[config.mk]
export PLATFORM = sky130hd
export DESIGN_NAME = train_speed_autopilot_top
export DESIGN_NICKNAME = d
export VERILOG_FILES = /design/src/rtl/tsa_pkg.sv /design/src/rtl/tsa_step.sv /design/src/rtl/train_speed_autopilot_top.sv
export VERILOG_INCLUDE_DIRS = /design/src /design/src/rtl
export SDC_FILE = /design/constraint.sdc
export NUM_CORES = 1
export LEC_CHECK = 0
export ABC_CLOCK_PERIOD_IN_PS = 11150
export CELL_PAD_IN_SITES_DETAIL_PLACEMENT = 1
export CELL_PAD_IN_SITES_GLOBAL_PLACEMENT = 1
export CORE_MARGIN = 2
export CORE_UTILIZATION = 46
export DETAILED_ROUTE_END_ITERATION = 6
export DONT_BUFFER_PORTS = 1
export PLACE_DENSITY = 0.75
export SLEW_MARGIN = 5
export SYNTH_ARGS = -nofsm -noshare
export SYNTH_HDL_FRONTEND = slang
export SYNTH_SLANG_ARGS = --single-unit
[constraint.sdc]
create_clock -name clk_i -period 11.15 [get_ports clk_i]
set_input_delay 0.5575 -clock clk_i [delete_from_list [all_inputs] [get_ports clk_i]]
set_output_delay 0.5575 -clock clk_i [all_outputs]
set_load 0.03 [all_outputs]
[src/rtl/train_speed_autopilot_top_defines.svh]
// ---------------------------------------------------------------------------
// Train speed autopilot: assertion macros
// Shared concurrent assertion forms, clocked on clk_i and disabled in reset.
// ---------------------------------------------------------------------------
`ifndef TRAIN_SPEED_AUTOPILOT_TOP_DEFINES_SVH
`define TRAIN_SPEED_AUTOPILOT_TOP_DEFINES_SVH

// Overlapping implication: the consequent must hold in the same cycle.
`define TSA_ASSERT_IMP(lbl, ante, cons, msg) \
  lbl: assert property (@(posedge clk_i) disable iff (!rst_ni) (ante) |-> (cons)) \
    else $error(msg);

// Non-overlapping implication: the consequent must hold in the next cycle.
`define TSA_ASSERT_NXT(lbl, ante, cons, msg) \
  lbl: assert property (@(posedge clk_i) disable iff (!rst_ni) (ante) |=> (cons)) \
    else $error(msg);

`endif

[src/rtl/tsa_pkg.sv]
// ---------------------------------------------------------------------------
// Train speed autopilot package
// Task codes, item and state types, and the fixed thresholds of the driver.
// ---------------------------------------------------------------------------
package tsa_pkg;

  // Driver tasks; the code that is left over is never entered.
  typedef enum logic [2:0] {
    TASK_ACCEL     = 3'd0,
    TASK_COAST     = 3'd1,
    TASK_LIMIT     = 3'd2,
    TASK_SIGNAL    = 3'd3,
    TASK_STATION   = 3'd4,
    TASK_RECOVER   = 3'd5,
    TASK_PASSENGER = 3'd6
  } task_e;

  // Target speed after reset, in km/h.
  localparam logic [7:0] TARGET_RESET = 8'd100;

  // Speed margins around the target, in 1/16 km/h.
  localparam logic [13:0] MARGIN_32  = 14'd32;
  localparam logic [13:0] MARGIN_48  = 14'd48;
  localparam logic [13:0] MARGIN_80  = 14'd80;
  localparam logic [13:0] MARGIN_160 = 14'd160;

  // Low speed (20 km/h) below which a far stop releases the brake.
  localparam logic [12:0] SPEED_LOW = 13'd320;

  // Distances in metres.
  localparam logic [15:0] DIST_200  = 16'd200;
  localparam logic [15:0] DIST_500  = 16'd500;
  localparam logic [15:0] DIST_700  = 16'd700;
  localparam logic [15:0] DIST_1000 = 16'd1000;
  localparam logic [15:0] DIST_1300 = 16'd1300;

  // Station approach: dist * 16 < speed * 75 + 16000.
  localparam logic [20:0] STN_GAIN   = 21'd75;
  localparam logic [20:0] STN_OFFSET = 21'd16000;
  // Signal approach: dist * 16 < (speed - limit) * 150.
  localparam logic [20:0] SIG_GAIN   = 21'd150;

  // Brake factor thresholds: speed_q4 * dist against factor * 16000.
  localparam logic [28:0] BF_50  = 29'd800000;
  localparam logic [28:0] BF_100 = 29'd1600000;
  localparam logic [28:0] BF_150 = 29'd2400000;
  localparam logic [28:0] BF_200 = 29'd3200000;
  localparam logic [28:0] BF_250 = 29'd4000000;
  localparam logic [28:0] BF_400 = 29'd6400000;
  localparam logic [28:0] BF_800 = 29'd12800000;

  // Driver state carried from tick to tick.
  typedef struct packed {
    task_e       task_cur;
    logic [7:0]  target;
    logic [2:0]  power;
    logic [2:0]  brake;
  } tsa_state_t;

  // One input item.
  typedef struct packed {
    logic [12:0] speed_q4;
    logic        overspeed_flag;
    logic        doors_open;
    logic        at_station;
    logic        emergency_active;
    logic        has_next_signal;
    logic [7:0]  next_signal_limit;
    logic        next_signal_red;
    logic [8:0]  prev_signal_limit;
    logic [7:0]  line_limit;
    logic [15:0] dist_to_signal;
    logic [15:0] dist_to_station_end;
  } tsa_item_t;

  // One result item.
  typedef struct packed {
    logic [2:0] power_notch;
    logic [2:0] brake_notch;
    logic       emergency_pulse;
    logic       door_cycle;
    task_e      task_now;
  } tsa_result_t;

endpackage

[src/rtl/tsa_step.sv]
// ---------------------------------------------------------------------------
// Train speed autopilot: tick logic
// Runs the current task on one item, then re-decides it unless a passenger
// stop starts or ends; next driver state and result item are combinational.
// ---------------------------------------------------------------------------
module tsa_step (
  input  tsa_pkg::tsa_state_t  state_i,
  input  tsa_pkg::tsa_item_t   item_i,
  output tsa_pkg::tsa_state_t  state_o,
  output tsa_pkg::tsa_result_t res_o
);

  logic [12:0]         s;
  logic [13:0]         s14;
  logic [13:0]         m14;
  logic [13:0]         mline14;
  logic [15:0]         dist_sel;
  logic [28:0]         bf;
  logic                emerg_out;
  logic                door_out;
  logic                redecide;
  tsa_pkg::tsa_state_t mid;
  tsa_pkg::tsa_state_t fin;
  logic [13:0]         mmid14;
  logic [20:0]         dst16;
  logic [20:0]         dsig16;
  logic [20:0]         stn_reach;
  logic                stn_near;
  logic [13:0]         nl14;
  logic [12:0]         over_nl;
  logic [20:0]         sig_reach;
  logic                lim_near;

  assign s       = item_i.speed_q4;
  assign s14     = {1'b0, s};
  assign m14     = {2'b00, state_i.target, 4'b0000};
  assign mline14 = {2'b00, item_i.line_limit, 4'b0000};

  // One multiplier serves both brake factors; the task picks the distance.
  assign dist_sel = (state_i.task_cur == tsa_pkg::TASK_SIGNAL) ? item_i.dist_to_signal
                                                              : item_i.dist_to_station_end;
  assign bf       = {16'd0, s} * {13'd0, dist_sel};

  // Task step: set the held notches and possibly the target and task.
  always_comb begin
    mid       = state_i;
    emerg_out = 1'b0;
    door_out  = 1'b0;
    redecide  = 1'b1;
    unique case (state_i.task_cur)
      tsa_pkg::TASK_ACCEL: begin
        mid.brake = 3'd0;
        if (item_i.overspeed_flag || (s14 + tsa_pkg::MARGIN_48 > m14)) begin
          mid.power    = 3'd0;
          mid.target   = item_i.prev_signal_limit[8] ? item_i.line_limit
                                                     : item_i.prev_signal_limit[7:0];
          mid.task_cur = tsa_pkg::TASK_COAST;
        end else if (!item_i.doors_open) begin
          mid.power = 3'd7;
        end
      end
      tsa_pkg::TASK_COAST: begin
        if (item_i.overspeed_flag || (s14 > m14 + tsa_pkg::MARGIN_80)) begin
          mid.task_cur = tsa_pkg::TASK_LIMIT;
        end else if (s14 > m14 + tsa_pkg::MARGIN_32) begin
          mid.brake = 3'd0;
          mid.power = 3'd0;
        end else if (s14 + tsa_pkg::MARGIN_32 < m14) begin
          mid.brake = 3'd0;
          mid.power = 3'd2;
        end
      end
      tsa_pkg::TASK_LIMIT: begin
        mid.power = 3'd0;
        if (s14 > m14 + tsa_pkg::MARGIN_160) begin
          mid.brake = 3'd3;
        end else if (s14 > m14 + tsa_pkg::MARGIN_80) begin
          mid.brake = 3'd2;
        end else if (s14 + tsa_pkg::MARGIN_48 > m14) begin
          mid.brake = 3'd1;
        end else if (s14 < m14) begin
          mid.brake = 3'd0;
        end
      end
      tsa_pkg::TASK_SIGNAL: begin
        mid.power = 3'd0;
        if (bf > tsa_pkg::BF_400) begin
          emerg_out = 1'b1;
        end else if (bf > tsa_pkg::BF_250) begin
          mid.brake = 3'd7;
        end else if (bf > tsa_pkg::BF_200) begin
          mid.brake = 3'd6;
        end else if (bf > tsa_pkg::BF_150) begin
          mid.brake = 3'd5;
        end else if (bf > tsa_pkg::BF_100) begin
          mid.brake = 3'd4;
        end else if ((s < tsa_pkg::SPEED_LOW) &&
                     (item_i.dist_to_signal > tsa_pkg::DIST_1300)) begin
          mid.brake = 3'd0;
        end else if ((s != 13'd0) && (item_i.dist_to_signal < tsa_pkg::DIST_1000)) begin
          mid.brake = 3'd2;
        end else begin
          mid.brake = 3'd3;
        end
      end
      tsa_pkg::TASK_STATION: begin
        mid.power = 3'd0;
        if ((s == 13'd0) && item_i.at_station) begin
          mid.task_cur = tsa_pkg::TASK_PASSENGER;
        end else if (bf > tsa_pkg::BF_800) begin
          emerg_out = 1'b1;
        end else if (bf > tsa_pkg::BF_400) begin
          mid.brake = 3'd7;
        end else if (bf > tsa_pkg::BF_200) begin
          mid.brake = 3'd6;
        end else if (bf > tsa_pkg::BF_150) begin
          mid.brake = 3'd5;
        end else if (bf > tsa_pkg::BF_100) begin
          mid.brake = 3'd4;
        end else if (bf > tsa_pkg::BF_50) begin
          mid.brake = 3'd3;
        end else if ((s < tsa_pkg::SPEED_LOW) &&
                     (item_i.dist_to_station_end > tsa_pkg::DIST_700)) begin
          mid.brake = 3'd0;
        end else if ((s != 13'd0) &&
                     (item_i.dist_to_station_end < tsa_pkg::DIST_500)) begin
          mid.brake = 3'd4;
        end else begin
          mid.brake = 3'd3;
        end
      end
      tsa_pkg::TASK_RECOVER: begin
        if (s == 13'd0) begin
          mid.brake = 3'd0;
        end
      end
      tsa_pkg::TASK_PASSENGER: begin
        door_out     = 1'b1;
        mid.task_cur = tsa_pkg::TASK_ACCEL;
        redecide     = 1'b0;
      end
      default: begin
        mid = state_i;
      end
    endcase
  end

  // Terms of the task decision. A decision run inside a task step gives the
  // same outcome as the one that follows it, so one decision suffices.
  assign mmid14    = {2'b00, mid.target, 4'b0000};
  assign dst16     = {1'b0, item_i.dist_to_station_end, 4'b0000};
  assign dsig16    = {1'b0, item_i.dist_to_signal, 4'b0000};
  assign stn_reach = ({8'd0, s} * tsa_pkg::STN_GAIN) + tsa_pkg::STN_OFFSET;
  assign stn_near  = (dst16 < stn_reach) && (item_i.dist_to_station_end > tsa_pkg::DIST_200);
  assign nl14      = {2'b00, item_i.next_signal_limit, 4'b0000};
  assign over_nl   = s - nl14[12:0];
  assign sig_reach = {8'd0, over_nl} * tsa_pkg::SIG_GAIN;
  assign lim_near  = (s14 > nl14 + tsa_pkg::MARGIN_80) && (dsig16 < sig_reach);

  // Task decision from signals, station, speed and status.
  always_comb begin
    fin = mid;
    if (redecide && (mid.task_cur != tsa_pkg::TASK_PASSENGER)) begin
      if (item_i.has_next_signal) begin
        fin.target = item_i.line_limit;
        if ((mid.task_cur == tsa_pkg::TASK_SIGNAL) && !item_i.next_signal_red) begin
          fin.task_cur = tsa_pkg::TASK_ACCEL;
        end else if (stn_near) begin
          fin.task_cur = tsa_pkg::TASK_STATION;
        end else if (item_i.next_signal_red) begin
          fin.target   = 8'd0;
          fin.task_cur = tsa_pkg::TASK_SIGNAL;
        end else if (lim_near) begin
          fin.target   = item_i.next_signal_limit;
          fin.task_cur = tsa_pkg::TASK_LIMIT;
        end else if (item_i.emergency_active) begin
          fin.task_cur = tsa_pkg::TASK_RECOVER;
        end else if (s14 + tsa_pkg::MARGIN_32 < mline14) begin
          fin.task_cur = tsa_pkg::TASK_ACCEL;
        end else begin
          fin.task_cur = tsa_pkg::TASK_COAST;
        end
      end else begin
        if (item_i.emergency_active) begin
          fin.task_cur = tsa_pkg::TASK_RECOVER;
        end else if ((s == 13'd0) && !item_i.doors_open) begin
          fin.task_cur = tsa_pkg::TASK_ACCEL;
        end else if ((s14 > mmid14 + tsa_pkg::MARGIN_80) || item_i.overspeed_flag) begin
          fin.task_cur = tsa_pkg::TASK_LIMIT;
        end else begin
          fin.task_cur = tsa_pkg::TASK_ACCEL;
        end
      end
    end
  end

  assign state_o = fin;

  // Result item of this tick.
  assign res_o.power_notch     = fin.power;
  assign res_o.brake_notch     = fin.brake;
  assign res_o.emergency_pulse = emerg_out;
  assign res_o.door_cycle      = door_out;
  assign res_o.task_now        = fin.task_cur;

endmodule

[src/rtl/train_speed_autopilot_top.sv]
// ---------------------------------------------------------------------------
// Train speed autopilot: top level
// Input register, tick logic and result register of the automatic driver.
// ---------------------------------------------------------------------------
// The block takes one control tick per item and can accept a new item in
// every clock cycle unless a full result register is stalled. An item is
// captured in the input register at its accepting edge. Once the result
// register is free, the tick logic processes it (one speed times distance
// multiply and a set of compares), and the result is written to the result
// register, from which it is presented. The driver state is updated at the
// same edge, so the next item always sees the state left by the previous
// one. The target speed register may be written only while no item is in
// flight; the write also reloads the current target.

`include "train_speed_autopilot_top_defines.svh"

module train_speed_autopilot_top (
  input  logic        clk_i,
  input  logic        rst_ni,
  // Input item channel
  input  logic        in_valid_i,
  output logic        in_stall_o,
  input  logic [12:0] speed_q4_i,
  input  logic        overspeed_flag_i,
  input  logic        doors_open_i,
  input  logic        at_station_i,
  input  logic        emergency_active_i,
  input  logic        has_next_signal_i,
  input  logic [7:0]  next_signal_limit_i,
  input  logic        next_signal_red_i,
  input  logic [8:0]  prev_signal_limit_i,
  input  logic [7:0]  line_limit_i,
  input  logic [15:0] dist_to_signal_i,
  input  logic [15:0] dist_to_station_end_i,
  // Result item channel
  output logic        out_valid_o,
  input  logic        out_stall_i,
  output logic [2:0]  power_notch_o,
  output logic [2:0]  brake_notch_o,
  output logic        emergency_pulse_o,
  output logic        door_cycle_o,
  output logic [2:0]  task_now_o,
  // Configuration write channel (initial target speed)
  input  logic        cfg_valid_i,
  output logic        cfg_ready_o,
  input  logic [7:0]  cfg_data_i
);

  logic                 in_accept;
  logic                 proc;
  logic                 cfg_we;
  logic                 in_valid_d;
  logic                 in_valid_q;
  logic                 out_valid_d;
  logic                 out_valid_q;
  tsa_pkg::tsa_item_t   item_d;
  tsa_pkg::tsa_item_t   item_q;
  tsa_pkg::tsa_state_t  state_d;
  tsa_pkg::tsa_state_t  state_q;
  tsa_pkg::tsa_state_t  state_step;
  tsa_pkg::tsa_result_t res_step;
  tsa_pkg::tsa_result_t res_q;

  // Handshake: the held item moves on when the result register is free.
  assign proc        = in_valid_q && (!out_valid_q || !out_stall_i);
  assign in_stall_o  = in_valid_q && !proc;
  assign in_accept   = in_valid_i && !in_stall_o;
  assign cfg_ready_o = !in_valid_q && !out_valid_q;
  assign cfg_we      = cfg_valid_i && cfg_ready_o;

  assign in_valid_d  = in_accept || (in_valid_q && !proc);
  assign out_valid_d = proc || (out_valid_q && out_stall_i);

  // Gather the input fields into one item.
  always_comb begin
    item_d.speed_q4            = speed_q4_i;
    item_d.overspeed_flag      = overspeed_flag_i;
    item_d.doors_open          = doors_open_i;
    item_d.at_station          = at_station_i;
    item_d.emergency_active    = emergency_active_i;
    item_d.has_next_signal     = has_next_signal_i;
    item_d.next_signal_limit   = next_signal_limit_i;
    item_d.next_signal_red     = next_signal_red_i;
    item_d.prev_signal_limit   = prev_signal_limit_i;
    item_d.line_limit          = line_limit_i;
    item_d.dist_to_signal      = dist_to_signal_i;
    item_d.dist_to_station_end = dist_to_station_end_i;
  end

  // Tick logic.
  tsa_step u_step (
    .state_i (state_q),
    .item_i  (item_q),
    .state_o (state_step),
    .res_o   (res_step)
  );

  // Next driver state: a configuration write reloads the target.
  always_comb begin
    state_d = state_q;
    if (cfg_we) begin
      state_d.target = cfg_data_i;
    end else if (proc) begin
      state_d = state_step;
    end
  end

  // Control and driver state registers.
  always_ff @(posedge clk_i or negedge rst_ni) begin
    if (!rst_ni) begin
      in_valid_q       <= 1'b0;
      out_valid_q      <= 1'b0;
      state_q.task_cur <= tsa_pkg::TASK_ACCEL;
      state_q.target   <= tsa_pkg::TARGET_RESET;
      state_q.power    <= 3'd0;
      state_q.brake    <= 3'd0;
    end else begin
      in_valid_q  <= in_valid_d;
      out_valid_q <= out_valid_d;
      state_q     <= state_d;
    end
  end

  // Payload registers.
  always_ff @(posedge clk_i) begin
    if (in_accept) begin
      item_q <= item_d;
    end
    if (proc) begin
      res_q <= res_step;
    end
  end

  assign out_valid_o       = out_valid_q;
  assign power_notch_o     = res_q.power_notch;
  assign brake_notch_o     = res_q.brake_notch;
  assign emergency_pulse_o = res_q.emergency_pulse;
  assign door_cycle_o      = res_q.door_cycle;
  assign task_now_o        = res_q.task_now;

  // A door cycle always hands the train back to the accelerate task.
  `TSA_ASSERT_IMP(a_door_to_accel, out_valid_q && res_q.door_cycle, res_q.task_now == tsa_pkg::TASK_ACCEL, "door cycle without return to accelerate")

  // An emergency request and a door cycle never come from the same tick.
  `TSA_ASSERT_IMP(a_emerg_door_excl, out_valid_q, !(res_q.emergency_pulse && res_q.door_cycle), "emergency pulse together with door cycle")

  // The input side stalls only behind a full, stalled result register.
  `TSA_ASSERT_IMP(a_stall_cause, in_stall_o, in_valid_q && out_valid_q && out_stall_i, "input stalled without a blocked result")

  // The driver state moves only on a processed item or a configuration write.
  `TSA_ASSERT_NXT(a_state_hold, !proc && !cfg_we, $stable(state_q), "driver state changed while idle")

  // A configuration write loads the target speed.
  `TSA_ASSERT_NXT(a_cfg_load, cfg_we, state_q.target == $past(cfg_data_i), "target not loaded by configuration write")

endmodule
# After elaboration in Yosys (flattened, before gate mapping)

Index checks and enable logic that the tools add are counted.

Logic and storage cells: 161
Register bits after elaboration: 106
Input bits: 89
Output and inout bits: 14

Muxes and demuxes: 58
Equal/unequal tests: 8
Multipliers: 3
Magnitude comparators: 24
Bitwise logic cells: 1
Reductions and logical operators: 35
Add/sub/neg operators: 9

Operators by type and width:

| operator                                                        | count |
|---|---|
| two-way mux 3 bit                                               | 31 |
| greater-than comparator 29 x 22 -> 1 bit, second input constant | 3 |
| greater-than comparator 13 x 14 -> 1 bit                        | 5 |
| two-way mux 8 bit                                               | 7 |
| less-than comparator 20 x 21 -> 1 bit                           | 2 |
| multiplier 13 x 7 -> 20 bit, second input constant              | 2 |
| adder 12 x 7 -> 13 bit, second input constant                   | 3 |
| two-way mux 11 bit                                              | 3 |
| greater-than comparator 29 x 20 -> 1 bit, second input constant | 1 |
| greater-than comparator 29 x 21 -> 1 bit, second input constant | 1 |
| greater-than comparator 29 x 23 -> 1 bit, second input constant | 1 |
| greater-than comparator 29 x 24 -> 1 bit, second input constant | 1 |
| multiplier 13 x 16 -> 29 bit                                    | 1 |
| adder 13 x 6 -> 14 bit, second input constant                   | 2 |
| less-than comparator 14 x 12 -> 1 bit                           | 2 |
| adder 20 x 14 -> 21 bit, second input constant                  | 1 |
| two-way mux 6 bit                                               | 3 |
| one-hot mux 3 bit (6 select lines)                              | 1 |
| greater-than comparator 16 x 10 -> 1 bit, second input constant | 1 |
| greater-than comparator 16 x 11 -> 1 bit, second input constant | 1 |
| greater-than comparator 16 x 8 -> 1 bit, second input constant  | 1 |
| logical AND 1 bit                                               | 16 |
| less-than comparator 16 x 10 -> 1 bit, second input constant    | 1 |
| less-than comparator 16 x 9 -> 1 bit, second input constant     | 1 |
| 26 further kinds                                                | 47 |

# Longest topological paths before layout

Gate-level depths: netlist of run 1.

Word-level depth: 15
Depth in mapped cells: 32
Mapped depth without buffers: 31

# Hierarchy

A second synthesis of run 1 with hierarchy kept.

Cells, all modules: 2,198
Area total of the unflattened synthesis: 19,394.9 um^2

Modules (own cells, without submodules):

| module                    | times used | cells each | sequential area each (um^2) | area an instance (um^2) |
|---|---|---|---|---|
| tsa_step                  | 1          | 2,055      | 0.0                         | 15,959.1 |
| train_speed_autopilot_top | 1          | 143        | 3,091.7                     | 3,435.8 |

# Worst setup path after synthesis of run 1

OpenSTA, ideal clock, no wires.

Path kind: reg2reg
Start: reg state_q[14] in the netlist's numbering
End: reg res_q, in the netlist brake_notch_o[2], data pin
Path buffers: 4
Cell stages (with the launch flop): 29
Data arrival time: 7.287 ns
Clock period less this slack: 7.543 ns
Setup slack: 3.607 ns
Setup time: 0.256 ns
Cells stage by stage: dfrtp_1 clkbuf_1 and3_1 clkbuf_1 clkbuf_1 nand2_1 nand2_1 clkbuf_1 nand2_1 fa_1 fa_1 fa_1 inv_1 fa_1 inv_1 fa_1 inv_1 ha_1 o21a_1 a21o_1 a211oi_1 nor3_1 o311a_1 or3_1 a211oi_2 nor2_1 nor4_1 a21oi_1 o22a_1

RTL lines:

| what                   | RTL line                         | text |
|---|---|---|
| start, declared        | train_speed_autopilot_top.sv:59  | `tsa_pkg::tsa_state_t state_q;` |
| start signal, assigned | train_speed_autopilot_top.sv:120 | `state_q <= state_d;` |
| end signal, assigned   | train_speed_autopilot_top.sv:130 | `res_q <= res_step;` |
| end, declared          | train_speed_autopilot_top.sv:62  | `tsa_pkg::tsa_result_t res_q;` |

# Worst setup path in the final report of run 1

Start: reg item_q[67] in the netlist's numbering
End: reg state_q[10] in the netlist's numbering

Cells in the longest elaborated chain, start to end: 12

RTL lines:

| what                                                                                           | RTL line                         | text |
|---|---|---|
| start, declared                                                                                | train_speed_autopilot_top.sv:57  | `tsa_pkg::tsa_item_t item_q;` |
| start signal, assigned                                                                         | train_speed_autopilot_top.sv:127 | `item_q <= item_d;` |
| subtractor 13 x 12 -> 13 bit / adder 13 x 6 -> 14 bit (equally long branches)                  | tsa_step.sv:156, tsa_step.sv:53  |  |
| multiplier 13 x 7 -> 20 bit / greater-than comparator 14 x 12 -> 1 bit (equally long branches) | tsa_step.sv:157, tsa_step.sv:53  |  |
| less-than comparator 20 x 21 -> 1 bit / logical OR 1 bit (equally long branches)               | tsa_step.sv:158, tsa_step.sv:53  |  |
| logical AND 1 bit / two-way mux 11 bit (equally long branches)                                 | tsa_step.sv:158, tsa_step.sv:53  |  |
| two-way mux 8 bit / one-hot mux 3 bit (4 select lines) (equally long branches)                 | tsa_step.sv:173, tsa_step.sv:50  |  |
| two-way mux 11 bit / == test 3 x 2 -> 1 bit (equally long branches)                            | tsa_step.sv:170, tsa_step.sv:166 |  |
| two-way mux 8 bit / logical AND 1 bit (equally long branches)                                  | tsa_step.sv:168, tsa_step.sv:166 |  |
| two-way mux 8 bit                                                                              | tsa_step.sv:166                  | `if ((mid.task_cur == tsa_pkg::TASK_SIGNAL) && !item_i.next_signal_red) begin` |
| two-way mux 8 bit                                                                              | tsa_step.sv:164                  | `if (item_i.has_next_signal) begin` |
| two-way mux 11 bit (*)                                                                         | tsa_step.sv:163                  | `if (redecide && (mid.task_cur != tsa_pkg::TASK_PASSENGER)) begin` |
| two-way mux 14 bit (*)                                                                         | train_speed_autopilot_top.sv:103 | `end else if (proc) begin` |
| two-way mux 8 bit (*)                                                                          | train_speed_autopilot_top.sv:101 | `if (cfg_we) begin` |

Mark *: on every way between the ends. The rest lies on a longest branch, timed or not. The select of a mux whose other input is x is not followed.
A chain may end at the register's enable or synchronous reset.

==> metrics.cfg, run 1 <==
[clock_network]
h-tree-depth = 3
clk_latency_ns = 0.39
ctsRootBufferMaster = clkbuf_16
cts_buffers = 9
cts.sinks = 106
clk_pin_slew_ns = 0.09
clock_path_buffers = 2
tritoncts = yes

[routing]
drc_errors = 0
wire_per_inst_um = 22.2
drt_iter0_markers = 824
drt-pass1-iter-count = 5
avgViaCountPerCell = 5.87
wl_um = 59500
vias = 15800
antenna_left = 0

[synthesis]
synth_edf_count = 87
synth.yosys.seq_area_share = 0.163
yosys-top-cells-area = fa_1 21%, ha_1 19%, edfxtp_1 14%
synth_flop_cell = edfxtp_1
ys_warn_count = 0
syn_inst = 2172
synth_nets = 2753
yosysMostFrequentCell = inv_1
synth_top_cell_by_area = fa_1
yosysTopAreaCellShare = 0.207
syn_area_um2 = 19000
syn_avg_cell_area_um2 = 8.75
synthArstFlopShare = 0.179
synthDistinctLibCells = 79
synth_commonest_cells = 383 x inv_1, 296 x ha_1, 241 x nand2_1
synth_seq_cells = 106

[die]
die_area_um2 = 42900
start_util = 0.465
rows = 74
core-area_um2 = 40800
die_height_um = 207
pin_count = 103
die_w_um = 207

[timing]
timing.slew.headroom = 0.130
rsz0062_at_grt = no
fmax_mhz = 109
finClkSkew_ns = 0.0139
finalWorstPathRequiredPeriod_ns = 9.14
fin_tns_setup_ns = 0
hold_violations = 0
setup_viol = 0
period_share = 0.820
tightestPinTransition_ns = 1.30
maxSlewViolCount = 0

[worst_hold_path]
hold_class = in -> reg

[global_route]
grt_pass1_vias = 17500
grt_max_degree = 71
antenna_found_initial = 4
grt_pass1_wl_um = 95600
overflow = 0
grt_usage = 0.282

[worst_setup_path]
cp_max_fo = 22
crit_required_ns = 11.44
cp_top_family = compound AO/OA/AOI/OAI gates
crit_path_top_delay_cell = a311oi_1
startpoint_type = register
critPathCaptureType = register
cpPeakStageDelay_ns = 1.08
path_class = reg -> reg
crit_top_cell = ha_1
critical_path_buf_inv_count = 5
arrival_ns = 9.43

[place]
dp_hpwl_um = 47400
gp_congestion = 0.922
io_buffers = 0

[layout]
utilization = 0.488
multi_input_area_um2 = 14200
fillers = 4810
final_nets = 2726
area_delta_synth_final_pct = 4.78
drive_gt1_frac = 0.0284
register_area_um2 = 3090

[status]
status = finished clean

[flow_run]
max_cap_viol_count = 0

[registers in the layout (all words and copies together) (netlist names)]
name and cells:
brake_notch_o 3, power_notch_o 3, emergency_pulse_o 1, out_valid_o 1
task_now_o 3, in_valid_q 1, door_cycle_o 1, item_q 76
state_q 17
[metal layers]
metal	vias up	track usage	part of all wire	wire length [um]
li1	7239	-	-	-
met1	7935	0.352	0.43	25400
met2	441	0.492	0.49	28900
met3	138	0.0339	0.046	2710
met4	2	0.118	0.041	2460
met5	-	0	0.00029	17
[placed cells by master (no fill, tap or decap), drive strengths merged, types with 14 or more instances in the layout]
| cell | netlist | layout |
|---|---|---|
| xor2 | 21 | 21 |
| a21oi | 98 | 98 |
| a31oi | 14 | 14 |
| a21o | 50 | 50 |
| nor3 | 32 | 32 |
| ha | 296 | 296 |
| nand3 | 36 | 36 |
| o211ai | 17 | 17 |
| fa | 196 | 196 |
| o21ai | 81 | 81 |
| inv | 383 | 387 |
| xnor2 | 62 | 62 |
| o31ai | 15 | 15 |
| nand2b | 21 | 21 |
| o21a | 28 | 28 |
| buf | 6 | 17 |
| dfrtp | 16 | 16 |
| and2 | 65 | 65 |
| nor2 | 127 | 127 |
| edfxtp | 87 | 87 |
| mux2i | 17 | 17 |
| nand2 | 241 | 241 |
| nand4 | 20 | 20 |
| a211oi | 16 | 16 |
[final cells by class]
| class | instances | area share |
|---|---|---|
| timing repair buffer | 19 | 0.00742 |
| clock inverter | 7 | 0.00390 |
| sequential | 106 | 0.155 |
| tap | 532 | 0.0334 |
| antenna | 3 | 0.000377 |
| inverter | 387 | 0.0730 |
| clock buffer | 9 | 0.0113 |
| multi-input combinational | 1622 | 0.715 |
[cell families (layout without fill, tap and decap cells)]
| family | count (synthesis) | count (layout) | synth area share |
|---|---|---|---|
| flip-flops | 106 | 106 | 0.163 |
| AO/OA/AOI/OAI | 414 | 414 | 0.146 |
| adder cells (fa/ha/maj) | 492 | 492 | 0.401 |
| AND/OR/NAND/NOR | 612 | 612 | 0.152 |
| buffers and inverters | 444 | 422 | 0.0882 |
| multiplexers | 21 | 21 | 0.0115 |
| other | 0 | 3 | 0 |
| XOR/XNOR | 83 | 83 | 0.0383 |
[worst paths after layout]
kind | startpoint | to | slack (ns) | depth (start not counted)
setup / recovery | item_q[67] | state_q[10] | 2.01 | 29
hold / removal | dist_to_signal_i[4] | item_q[20] | 0.25 | 0
setup reg to reg | item_q[67] | state_q[10] | 2.01 | 29
hold reg to reg | state_q[5] | state_q[5] | 0.54 | 2
max in group asynchronous | rst_ni | state_q[9] | 9.66 | 1
min in group asynchronous | rst_ni | state_q[12] | 0.78 | 1
[through the flow]
| stage | instances | hold WS [ns] | area, um^2 | setup slack, ns |
|---|---|---|---|---|
| 2_1_floorplan | 2172 | 0.262 | 19000 | 3.61 |
| 3_3_place_gp | 2664 | 0.263 | 19600 | 2.51 |
| 3_5_place_dp | 2664 | 0.262 | 19600 | 2.28 |
| 4_1_cts | 2682 | 0.242 | 19900 | 2.12 |
| 5_1_grt | 2683 | 0.244 | 19900 | 1.48 |
| 6_report | 2685 | 0.252 | 19900 | 2.01 |
[timing repair]
action,4_1_cts,5_1_grt
gates resized for setup,0,0
buffers inserted,0,0
endpoints found under the hold margin,18,0
hold buffers,2,0
Power of run 1 is left out: the tool's default activity adds up to more than one toggle a clock period on the data nets, which glitch-free logic cannot reach.
==> run 2: changes to the inputs <==
--- a/config.mk
+++ b/config.mk
@@ -6,7 +6,7 @@
 export SDC_FILE = /design/constraint.sdc
 export NUM_CORES = 1
 export LEC_CHECK = 0
-export ABC_CLOCK_PERIOD_IN_PS = 11150
+export ABC_CLOCK_PERIOD_IN_PS = 9160
 export CELL_PAD_IN_SITES_DETAIL_PLACEMENT = 1
 export CELL_PAD_IN_SITES_GLOBAL_PLACEMENT = 1
 export CORE_MARGIN = 2
==> constraint.sdc (replaced) <==
create_clock -name clk_i -period 9.16 [get_ports clk_i]
set_input_delay 0.458 -clock clk_i [delete_from_list [all_inputs] [get_ports clk_i]]
set_output_delay 0.458 -clock clk_i [all_outputs]
set_load 0.03 [all_outputs]
==> run 2 against run 1 <==
Global-route usage fell by 0.31 points. Die area did not move. Wire length fell by 1.2%. Flip-flop and latch count did not move. Cell area rose by 0.15%. Final cell count rose by 0.15%. Setup slack got worse by 1.4 ns. Via count fell by 0.88%.
==> metrics.cfg, run 2 (same netlist as run 1, synthesis figures left out) <==
[die]
rows = 74
die_w_um = 207
die_height_um = 207
start_util = 0.465
die_area_um2 = 42900
core-area_um2 = 40800
pin_count = 103

[worst_setup_path]
startpoint_type = register
cp_top_family = adder cells
timing.reg2reg.setup_slack_ns = 0.63
crit_required_ns = 9.30
r2r-start = state_q[14]
crit_path_top_delay_cell = and3_1
critical_path_buf_inv_count = 3
arrival_ns = 8.66
cpPeakStageDelay_ns = 0.64
startpoint = state_q[14]
critPathCaptureType = register
crit_top_cell = fa_1
worstPathCellList = and3_1 -> nand2_1 -> nand2_1 -> nand2_1 -> fa_1 -> fa_1 -> fa_1 -> inv_1 -> fa_1 -> inv_1 -> fa_1 -> inv_1 -> ha_1 -> a21oi_1 -> o21ai_0 -> a221o_1 -> or2_0 -> o211ai_1 -> o211ai_1 -> a211oi_2 -> nor2_1 -> nor4_1 -> a21oi_1 -> o22a_1
cp_max_fo = 15
path_class = reg -> reg

[routing]
wl_um = 58800
wire_per_inst_um = 21.9
vias = 15600
antenna_left = 0
drc_errors = 0
drt_iter0_markers = 850
drt-pass1-iter-count = 5
avgViaCountPerCell = 5.81

[clock_network]
h-tree-depth = 3
clock_path_buffers = 2
tritoncts = yes
cts_buffers = 9
ctsRootBufferMaster = clkbuf_16
clk_latency_ns = 0.39
cts.sinks = 106
clk_pin_slew_ns = 0.08
cts_setup_buffers = 0

[global_route]
grt_usage = 0.279
grt_max_degree = 70
antenna_found_initial = 1
overflow = 0
grt_pass1_vias = 17400
grt_pass1_wl_um = 94500

[timing]
holdWs_ns = 0.159
fin_tns_setup_ns = 0
fin_ws_ns = 0.635
tightestPinTransition_ns = 1.12
timing.slew.headroom = 0.249
hold_violations = 0
rsz0062_at_grt = no
setup_viol = 0
finalWorstPathRequiredPeriod_ns = 8.53
fmax_mhz = 117
maxSlewViolCount = 0
finClkSkew_ns = 0.0117
period_share = 0.931

[layout]
drive_gt1_frac = 0.0306
area_delta_synth_final_pct = 4.94
final_cell_mix = 383 x inv_1, 296 x ha_1, 241 x nand2_1
largestRegisters = item_q (76), state_q (17)
largest_reg_flops = 76
largest-register = item_q
final_common_cell = inv_1
final_nets = 2730

[status]
status = finished clean

[place]
io_buffers = 0
gp_congestion = 0.912
dp_hpwl_um = 48300
pre_cts_ws_ns = 0.792

[worst_hold_path]
hold_class = in -> reg
min_from = dist_to_signal_i[1]

[flow_run]
max_cap_viol_count = 0

-- run 2: cell types whose count changed in the layout (fill, tap and decap cells not counted), sizes merged --
cell         previous run  this run
buf                    17        22
clkinv                  6         7
dlygate4sd3             2         1
inv                   387       386
-- run 2: repair_timing --
item	4_1_cts	5_1_grt
hold buffers	1	0
resized for setup	0	0
endpoints found under the hold margin	19	0
-- run 2: layer usage --
layer,wire (um),global-route usage,vias up,part of all wire
met5,0,0,-,0
met4,1920,0.100,0,0.033
met3,2090,0.0322,105,0.035
met2,29400,0.502,344,0.50
met1,25400,0.343,7931,0.43
li1,-,-,7236,-
-- run 2: stage by stage --
step | cell area (um^2) | utilization | std cells
6_report | 19900 | 0.488 | 2689
5_1_grt | 19900 | 0.488 | 2686
4_1_cts | 19900 | 0.488 | 2686
3_5_place_dp | 19600 | 0.480 | 2669
3_3_place_gp | 19600 | 0.480 | 2669
2_1_floorplan | 19000 | - | 2172
-- run 2: final cells by class --
cell class / instances / area [um^2]
tap: 532 / 666
timing repair buffer: 23 / 175
clock inverter: 7 / 80.1
antenna: 3 / 7.51
sequential: 106 / 3090
fill: 4771 / 20900
inverter: 387 / 1450
clock buffer: 9 / 225
multi-input combinational: 1622 / 14200
-- run 2: path summary, 6_finish.rpt --
path / endpoint / depth (start not counted)
setup / recovery: brake_notch_o[2] / 24
min in group asynchronous: state_q[0] / 1
setup reg to reg: brake_notch_o[2] / 24
hold / removal: item_q[17] / 0
hold reg to reg: state_q[3] / 2
max in group asynchronous: state_q[13] / 1
Power of run 2 is left out for the same reason.
==> run 3: changes to the inputs <==
--- a/config.mk
+++ b/config.mk
@@ -6,7 +6,7 @@
 export SDC_FILE = /design/constraint.sdc
 export NUM_CORES = 1
 export LEC_CHECK = 0
-export ABC_CLOCK_PERIOD_IN_PS = 9160
+export ABC_CLOCK_PERIOD_IN_PS = 9940
 export CELL_PAD_IN_SITES_DETAIL_PLACEMENT = 1
 export CELL_PAD_IN_SITES_GLOBAL_PLACEMENT = 1
 export CORE_MARGIN = 2
==> constraint.sdc (replaced) <==
create_clock -name clk_i -period 9.94 [get_ports clk_i]
set_input_delay 0.497 -clock clk_i [delete_from_list [all_inputs] [get_ports clk_i]]
set_output_delay 0.497 -clock clk_i [all_outputs]
set_load 0.03 [all_outputs]
==> run 3 against run 2 <==
Count of clock-buffer cells in the layout did not move. Setup slack improved by 0.56 ns. Worst hold slack improved by 0.036 ns. Global-route usage fell by 0.33 points. Sequential share of layout area barely moved. Register-to-register slack improved by 0.56 ns. Via count fell by 0.30%. Die area did not move. Wire length fell by 0.90%. First-iteration DRC count fell by 11%. Critical endpoint is now state_q[7]. Largest cell class unchanged.
==> metrics.cfg, run 3 (same netlist as run 1, synthesis figures left out) <==
[status]
status = finished clean

[layout]
largest-register = item_q
largestRegisters = item_q (76), state_q (17)
area_delta_synth_final_pct = 4.78
largest_reg_flops = 76
postLayoutCellArea_um2 = 19900
drive_gt1_frac = 0.0293
final_common_cell = inv_1
final_nets = 2727
final_cell_mix = 383 x inv_1, 296 x ha_1, 241 x nand2_1

[worst_hold_path]
hold_class = in -> reg

[routing]
drt-pass1-iter-count = 5
drc_errors = 0
antenna_left = 0
drt_iter0_markers = 754
vias = 15600
avgViaCountPerCell = 5.80
wl_um = 58300
wire_per_inst_um = 21.7

[timing]
hold_violations = 0
fmax_mhz = 114
tightestPinTransition_ns = 1.07
finClkSkew_ns = 0.0129
rsz0062_at_grt = no
period_share = 0.880
finalWorstPathRequiredPeriod_ns = 8.75
fin_ws_ns = 1.19
holdWs_ns = 0.194
maxSlewViolCount = 0
timing.slew.headroom = 0.282
setup_viol = 0
fin_tns_setup_ns = 0

[worst_setup_path]
crit_top_cell = ha_1
cpPeakStageDelay_ns = 0.96
arrival_ns = 9.02
startpoint_type = register
crit_path_top_delay_cell = a2111oi_2
critPathCaptureType = register
path_class = reg -> reg
crit_required_ns = 10.21
cp_max_fo = 22

[global_route]
overflow = 0
grt_max_degree = 70
grt_pass1_wl_um = 93600
grt_pass1_vias = 17300
grt_usage = 0.275
antenna_found_initial = 2

[clock_network]
clk_pin_slew_ns = 0.09
cts_setup_buffers = 0
ctsRootBufferMaster = clkbuf_16
cts.sinks = 106
tritoncts = yes
cts_hold_buf = 1
clock_path_buffers = 2
cts_buffers = 9
cts.repair.resized = 0
clk_latency_ns = 0.39
h-tree-depth = 3

[die]
pin_count = 103
die_height_um = 207
start_util = 0.465
die_w_um = 207
core-area_um2 = 40800
rows = 74
die_area_um2 = 42900

[place]
io_buffers = 0
dp_hpwl_um = 47100
dpl_cell_area_um2 = 19600
pre_cts_ws_ns = 1.29
gp_congestion = 0.876

[flow_run]
max_cap_viol_count = 0

## run 3: cell count changes in the layout (fill, tap and decap cells not counted), sizes merged
cell    previous run  this run
diode              3         1
clkinv             7         6
buf               22        19
inv              386       387
## run 3: worst paths after layout
path	startpoint	end	slack, ns	depth (start not counted)
setup / recovery	item_q[67]	state_q[7]	1.19	29
hold / removal	dist_to_station_end_i[5]	item_q[5]	0.19	0
setup reg to reg	item_q[67]	state_q[7]	1.19	29
hold reg to reg	state_q[5]	state_q[5]	0.52	2
max in group asynchronous	rst_ni	state_q[9]	8.54	1
min in group asynchronous	rst_ni	state_q[1]	0.75	1
## run 3: final cells by class
class                   instances  area, um^2
fillers                      4798       20900
multi-input cells            1622       14200
flip-flops and latches        106        3090
inverters                     387        1450
well taps                     532         666
clock buffers                   9         225
repair buffers                 20         153
clock inverters                 7        77.6
diodes                          1        2.50
## run 3: worst max-delay path, delay by kind of cell (launching register included)
family          cells  cell delay [ns]
buf+inv             5             0.84
flops               1             0.37
xor+xnor            1             0.29
simple gates        2             0.48
fa+ha+maj           8             2.96
compound gates     13             3.67
## run 3: metrics by stage
stage,util,cells
floorplan,-,2172
global placement,0.480,2666
detailed placement,0.480,2666
CTS,0.488,2683
global route,0.488,2684
finish,0.488,2684
## run 3: routing by layer
layer,vias up,track usage,part of all wire
li1,7219,-,-
met1,7879,0.347,0.43
met2,357,0.492,0.50
met3,114,0.0239,0.039
met4,0,0.101,0.033
met5,-,0,0
Power of run 3 is left out for the same reason.
